[config.mk]
export PLATFORM = sky130hd
export DESIGN_NAME = dldq_ctrl
export DESIGN_NICKNAME = d
export VERILOG_FILES = /design/src/dldq_pkg.sv /design/src/dldq_ctrl.sv
export SDC_FILE = /design/constraint.sdc
export NUM_CORES = 1
export LEC_CHECK = 0
export ABC_AREA = 1
export BUFFER_PORTS_ARGS = -buffer_cell sky130_fd_sc_hd__clkbuf_2
export CELL_PAD_IN_SITES_DETAIL_PLACEMENT = 0
export CELL_PAD_IN_SITES_GLOBAL_PLACEMENT = 1
export CORE_AREA = 8 8 45 47
export DETAILED_ROUTE_END_ITERATION = 8
export DIE_AREA = 0 0 53 55
export GPL_ROUTABILITY_DRIVEN = 0
export PLACE_DENSITY = 0.51
export SLEW_MARGIN = 40
export SYNTH_ARGS = -nofsm -noshare
export SYNTH_HDL_FRONTEND = slang
export SYNTH_SLANG_ARGS = --single-unit
[constraint.sdc]
create_clock -name aclk -period 1.2 [get_ports aclk]
set_input_delay 0.12 -clock aclk [delete_from_list [all_inputs] [get_ports aclk]]
set_output_delay 0.12 -clock aclk [all_outputs]
set_load 0.01 [all_outputs]
[src/dldq_pkg.sv]
// Shared types, request codes and sizing constants for the doubly linked deque manager.
// Used by dldq_ctrl, dldq_dpath and the top level; depends on nothing.
package dldq_pkg;

    localparam int ID_W = 8;
    localparam int COUNT_W = 9;
    localparam int LINK_W = 8;
    localparam int SLOT_LIMIT = 256;
    localparam int NODE_SLOTS_DEFAULT = 256;

    localparam logic [1:0] REQ_ADD_HEAD = 2'd0;
    localparam logic [1:0] REQ_ADD_TAIL = 2'd1;
    localparam logic [1:0] REQ_REMOVE_HEAD = 2'd2;
    localparam logic [1:0] REQ_REMOVE_TAIL = 2'd3;

    typedef struct packed {
        logic [1:0]      req_type;
        logic [ID_W-1:0] node_id;
    } req_t;

    typedef struct packed {
        logic [ID_W-1:0]    removed_id;
        logic               removed_valid;
        logic               add_refused;
        logic [COUNT_W-1:0] node_count;
        logic               list_empty;
    } rsp_t;

    // Controller to datapath
    typedef struct packed {
        logic accept;
        logic finish;
        logic clear;
    } cmd_t;

    // Datapath to controller
    typedef struct packed {
        logic clear_last;
    } status_t;

endpackage

[src/dldq_ctrl.sv]
// Request sequencer for the deque manager: mark clearing, accept, update and result hand-off.
// Depends on dldq_pkg for the command and status structs.
module dldq_ctrl (
    input  logic              aclk,
    input  logic              aresetn,
    input  logic              s_valid,
    output logic              s_ready,
    output logic              m_valid,
    input  logic              m_ready,
    input  dldq_pkg::status_t status,
    output dldq_pkg::cmd_t    cmd
);

    localparam logic [1:0] ST_CLEAR = 2'd0;
    localparam logic [1:0] ST_IDLE = 2'd1;
    localparam logic [1:0] ST_LOOK = 2'd2;

    logic [1:0] state_reg, state_next;
    logic       m_valid_reg, m_valid_next;
    logic       accept;

    // Take a transaction only when idle and the result register is free or draining
    assign s_ready = (state_reg == ST_IDLE) && (!m_valid_reg || m_ready);
    assign accept = s_valid && s_ready;
    assign m_valid = m_valid_reg;

    assign cmd.accept = accept;
    assign cmd.finish = (state_reg == ST_LOOK);
    assign cmd.clear = (state_reg == ST_CLEAR);

    // Advance the sequencer and track the pending result
    always_comb begin
        state_next = state_reg;
        m_valid_next = m_valid_reg && !m_ready;
        unique case (state_reg)
            ST_CLEAR: begin
                if (status.clear_last) begin
                    state_next = ST_IDLE;
                end
            end
            ST_IDLE: begin
                if (accept) begin
                    state_next = ST_LOOK;
                end
            end
            ST_LOOK: begin
                state_next = ST_IDLE;
                m_valid_next = 1'b1;
            end
            default: begin
                state_next = ST_CLEAR;
            end
        endcase
    end

    always_ff @(posedge aclk) begin
        if (!aresetn) begin
            state_reg <= ST_CLEAR;
            m_valid_reg <= 1'b0;
        end else begin
            state_reg <= state_next;
            m_valid_reg <= m_valid_next;
        end
    end

    // The update state is always followed in the next cycle by idle with a result pending
    a_link_one_cycle: assert property (@(posedge aclk) disable iff (!aresetn)
        (state_reg == ST_LOOK) |=> (state_reg == ST_IDLE) && m_valid_reg)
        else $error("update cycle did not complete with a result");

    // No new transaction outside the idle state
    a_no_accept_in_link: assert property (@(posedge aclk) disable iff (!aresetn)
        (state_reg != ST_IDLE) |-> !s_ready)
        else $error("accepted outside idle");

    // No result is offered while the marks are being cleared
    a_clear_quiet: assert property (@(posedge aclk) disable iff (!aresetn)
        (state_reg == ST_CLEAR) |-> !m_valid_reg)
        else $error("result offered during mark clearing");

endmodule

==> impl_results.html <==
<table>
<tr><th>Metric</th><th>Value</th></tr>
<tr><th colspan="2">STA</th></tr>
<tr><td>Final worst-path cycle share</td><td>0.932</td></tr>
<tr><td>Clock skew after layout</td><td>between 3 and 4 ps</td></tr>
<tr><td>Setup TNS</td><td>0 ps</td></tr>
<tr><td>Final Hold Fails</td><td>0</td></tr>
<tr><td>Transition time at the pin with the least slew margin</td><td>between 100 and 150 ps</td></tr>
<tr><td>Fin crit period</td><td>around 1100 ps</td></tr>
<tr><td>Final count of negative-setup-slack endpoints</td><td>0</td></tr>
<tr><td>Relative slew slack</td><td>0.922</td></tr>
<tr><td>Worst setup slack after layout</td><td>about 82 ps</td></tr>
<tr><td>Unrepaired setup endpoints after global routing</td><td>no</td></tr>
<tr><td>Max Slew Vio Count</td><td>0</td></tr>
<tr><td>Fmax</td><td>between 800 and 900 MHz</td></tr>
<tr><th colspan="2">Hold path</th></tr>
<tr><td>Hold Startpoint</td><td>s_valid</td></tr>
<tr><td>WHS Endpoint</td><td>state_reg[1]</td></tr>
<tr><td>Hold Crit Class</td><td>primary input to register</td></tr>
<tr><td>Number of cells on the worst hold path</td><td>3</td></tr>
<tr><th colspan="2">Power and ir drop</th></tr>
<tr><td>Worst vdd rail ir drop</td><td>roughly 0.38 mV</td></tr>
<tr><td>Power per standard cell area</td><td>around 1300 mW/mm2</td></tr>
<tr><td>Total power after layout</td><td>333 uW</td></tr>
<tr><td>Leakage</td><td>between 0.0001 and 0.00015 uW</td></tr>
<tr><th colspan="2">Logic synthesis</th></tr>
<tr><td>Syn Area/Cell</td><td>about 7 um2</td></tr>
<tr><td>Number of unique standard cell types used by synthesis</td><td>11</td></tr>
<tr><td>Yosys top cell by area</td><td>dfxtp_1</td></tr>
<tr><td>YS warnings</td><td>0</td></tr>
<tr><td>Dominant cells by area after synthesis</td><td>dfxtp_1 37%, inv_1 14%, nand2_2 12%</td></tr>
<tr><td>Net count of the mapped netlist</td><td>28</td></tr>
<tr><td>Cell area after technology mapping</td><td>between 150 and 200 um2</td></tr>
<tr><td>Area share of the largest cell type after synthesis</td><td>0.369</td></tr>
<tr><td>Post-synthesis instance total</td><td>23</td></tr>
<tr><td>Register bit count reported by yosys</td><td>3</td></tr>
<tr><td>Share of synthesized area occupied by flip-flops and latches</td><td>0.369</td></tr>
<tr><th colspan="2">Detailed routing</th></tr>
<tr><td>First-pass iteration count of the detailed router</td><td>1</td></tr>
<tr><td>Number of nets still failing antenna checks after routing</td><td>0</td></tr>
<tr><td>Post-detailed-route via-to-cell ratio</td><td>between 3 and 4</td></tr>
<tr><td>Routed WL</td><td>381 um</td></tr>
<tr><td>Count of routing violations after the opening detailed-route iteration</td><td>0</td></tr>
<tr><td>Post-route DRC</td><td>0</td></tr>
<tr><td>Wire length per cell</td><td>between 7 and 8 um</td></tr>
<tr><td>Count of vias placed by the detailed router</td><td>between 150 and 200</td></tr>
<tr><th colspan="2">Clock tree</th></tr>
<tr><td>Number of clock sinks</td><td>3</td></tr>
<tr><td>Clock root buffer</td><td>clkbuf_4</td></tr>
<tr><td>CTS H-tree depth</td><td>1</td></tr>
<tr><td>Clock tree buffer depth</td><td>2</td></tr>
<tr><td>Worst-Skew Late Latency</td><td>230 ps</td></tr>
<tr><td># Post-CTS Setup Buffers</td><td>0</td></tr>
<tr><td>CTS clock-pin slew for the worst setup and hold paths</td><td>about 30 ps</td></tr>
<tr><td>Hold Buf Count CTS</td><td>0</td></tr>
<tr><td>Clock tree from TritonCTS</td><td>done</td></tr>
<tr><td>Number of buffers created by CTS</td><td>3</td></tr>
<tr><th colspan="2">Floorplan</th></tr>
<tr><td>Area of the core</td><td>approximately 0.0014 mm2</td></tr>
<tr><td>Boundary Pins</td><td>10</td></tr>
<tr><td>Effective utilization at floorplan</td><td>0.118</td></tr>
<tr><td>Overall die area</td><td>between 0.002 and 0.003 mm2</td></tr>
<tr><td>Core Rows</td><td>14</td></tr>
<tr><td>Die Width</td><td>approximately 53 um</td></tr>
<tr><td>Die Ht</td><td>around 55 um</td></tr>
<tr><th colspan="2">Setup path</th></tr>
<tr><td>Startpoint types</td><td>register</td></tr>
<tr><td>Worst r2r src</td><td>state_reg[1]</td></tr>
<tr><td>Top fanout value on the critical path</td><td>4</td></tr>
<tr><td>Worst Reg-to-Reg Cells</td><td>3</td></tr>
<tr><td>Cell at the slowest stage of the critical path</td><td>dfxtp_2</td></tr>
<tr><td>Worst reg2reg endpoint</td><td>state_reg[0]</td></tr>
<tr><td>Register-to-register setup slack</td><td>roughly 420 ps</td></tr>
<tr><td>Data required time at the worst endpoint</td><td>between 1000 and 1500 ps</td></tr>
<tr><td>Worst setup path class</td><td>register to output pin</td></tr>
<tr><td>Setup crit end kind</td><td>output pin</td></tr>
<tr><td>Arrival time reported for the critical path endpoint</td><td>1000 ps</td></tr>
<tr><td>CP max stage delay</td><td>about 320 ps</td></tr>
<tr><td>Most Frequent Cell on Critical Path</td><td>nand2_2</td></tr>
<tr><td>List of cells traversed by the critical path</td><td>inv_2 -&gt; nand2_2 -&gt; nor2_4 -&gt; nand2_2 -&gt; inv_1 -&gt; clkbuf_2</td></tr>
<tr><th colspan="2">Place</th></tr>
<tr><td>Number of buffers inserted by port buffering</td><td>9</td></tr>
<tr><td>Detail Placement HPWL</td><td>357 um</td></tr>
<tr><td>Number of placed cells counting well taps</td><td>between 40 and 50</td></tr>
<tr><td>Placement-stage worst setup slack</td><td>291 ps</td></tr>
<tr><th colspan="2">Layout</th></tr>
<tr><td>Antenna diode instance count</td><td>0</td></tr>
<tr><td>Commonest cells after routing, fill and taps aside</td><td>9 x clkbuf_2, 6 x inv_1, 3 x nor2_1, 3 x nand2_2, 3 x clkbuf_4</td></tr>
<tr><td>Final cell count without fillers</td><td>51</td></tr>
<tr><td>Most common cell after layout, fill and taps aside</td><td>clkbuf_2</td></tr>
<tr><td>Flip-flop count of the largest register, all copies and words added</td><td>2</td></tr>
<tr><td>Final Core Density</td><td>0.180</td></tr>
<tr><td>Total number of nets in the final design</td><td>41</td></tr>
<tr><td>Area overhead of the layout relative to synthesis</td><td>53.1%</td></tr>
<tr><td>Share of layout cells above drive strength 1</td><td>0.571</td></tr>
<tr><th colspan="2">Global route</th></tr>
<tr><td>Final global-route overflow total</td><td>0</td></tr>
<tr><td>Global-route wire length before repair</td><td>roughly 670 um</td></tr>
<tr><td>All-layer global routing usage</td><td>0.0349</td></tr>
<tr><td>Number of antenna violations at the first check in global routing</td><td>0</td></tr>
<tr><td>Pin count of the biggest net entering global routing</td><td>5</td></tr>
<tr><td>Via count of the first global-routing pass</td><td>around 170</td></tr>
<tr><th colspan="2">Run status</th></tr>
<tr><td>Status</td><td>complete, no violations</td></tr>
<tr><th colspan="2">Flow run</th></tr>
<tr><td># Max-Cap Violations</td><td>0</td></tr>
</table>
## report_power, final
part           total [uW]  leakage (uW)  internal (uW)  switching (uW)
clock network         172     0.0000150            124            48.1
logic                50.5      0.000103           23.2            27.3
registers             110     0.0000253            106            4.12
## final cells by class
class	instances	area, um2
fillers	166	1130
clock buffers	4	26.3
inverters	7	26.3
multi-input cells	12	68.8
flip-flops and latches	3	62.6
repair buffers	9	45.0
well taps	16	20.0
## metal layers
metal / up-vias / track usage / routed length (um)
li1: 89 / - / -
met1: 62 / 0.0288 / 141
met2: 6 / 0.0469 / 171
met3: 0 / 0.0321 / 68
met4: 0 / 0.0388 / 0
met5: - / 0 / 0
## worst max path at each step
stage,startpoint,to,slack (ps),cells after the start
after global placement,state_reg[0],cmd[2],290,5
after detailed placement,state_reg[0],cmd[2],290,5
final,state_reg[1],cmd[2],80,6
after global routing,m_valid,cmd[2],9,6
after CTS,state_reg[0],cmd[2],40,5
after floorplan,m_valid,cmd[2],280,6
## logic make-up after synthesis
family                 count (synthesis)  share of synthesized area
buffers and inverters                  8                      0.208
AO/OA/AOI/OAI                          3                      0.108
flip-flops                             3                      0.369
AND/OR/NAND/NOR                        9                      0.315
## through the flow
step,hold slack [ps],area (um2)
floorplan,252,163
global placement,384,220
detailed placement,382,220
CTS,142,246
global route,128,249
finish,142,249
## cell usage after synthesis
cell	instances
nor2_1	3
dfxtp_1	3
inv_1	6
nand2_2	3
o21a_1	1
nor2_2	1
inv_2	1
buf_4	1
a21oi_1	2
nor2_4	1
nand2_1	1
## critical path: cells and delay by family, from the launching register on
kind | cells | cell delay, ps
buffers and inverters | 3 | 220
and+or+nand+nor | 3 | 240
DFF | 1 | 320
## repair_timing
item | 4_1_cts | 5_1_grt
resized for setup | 0 | 2
hold endpoints to repair | 0 | 0
endpoints found under the setup margin | 0 | 1
Note: power is estimated with default switching activity, not from simulation.
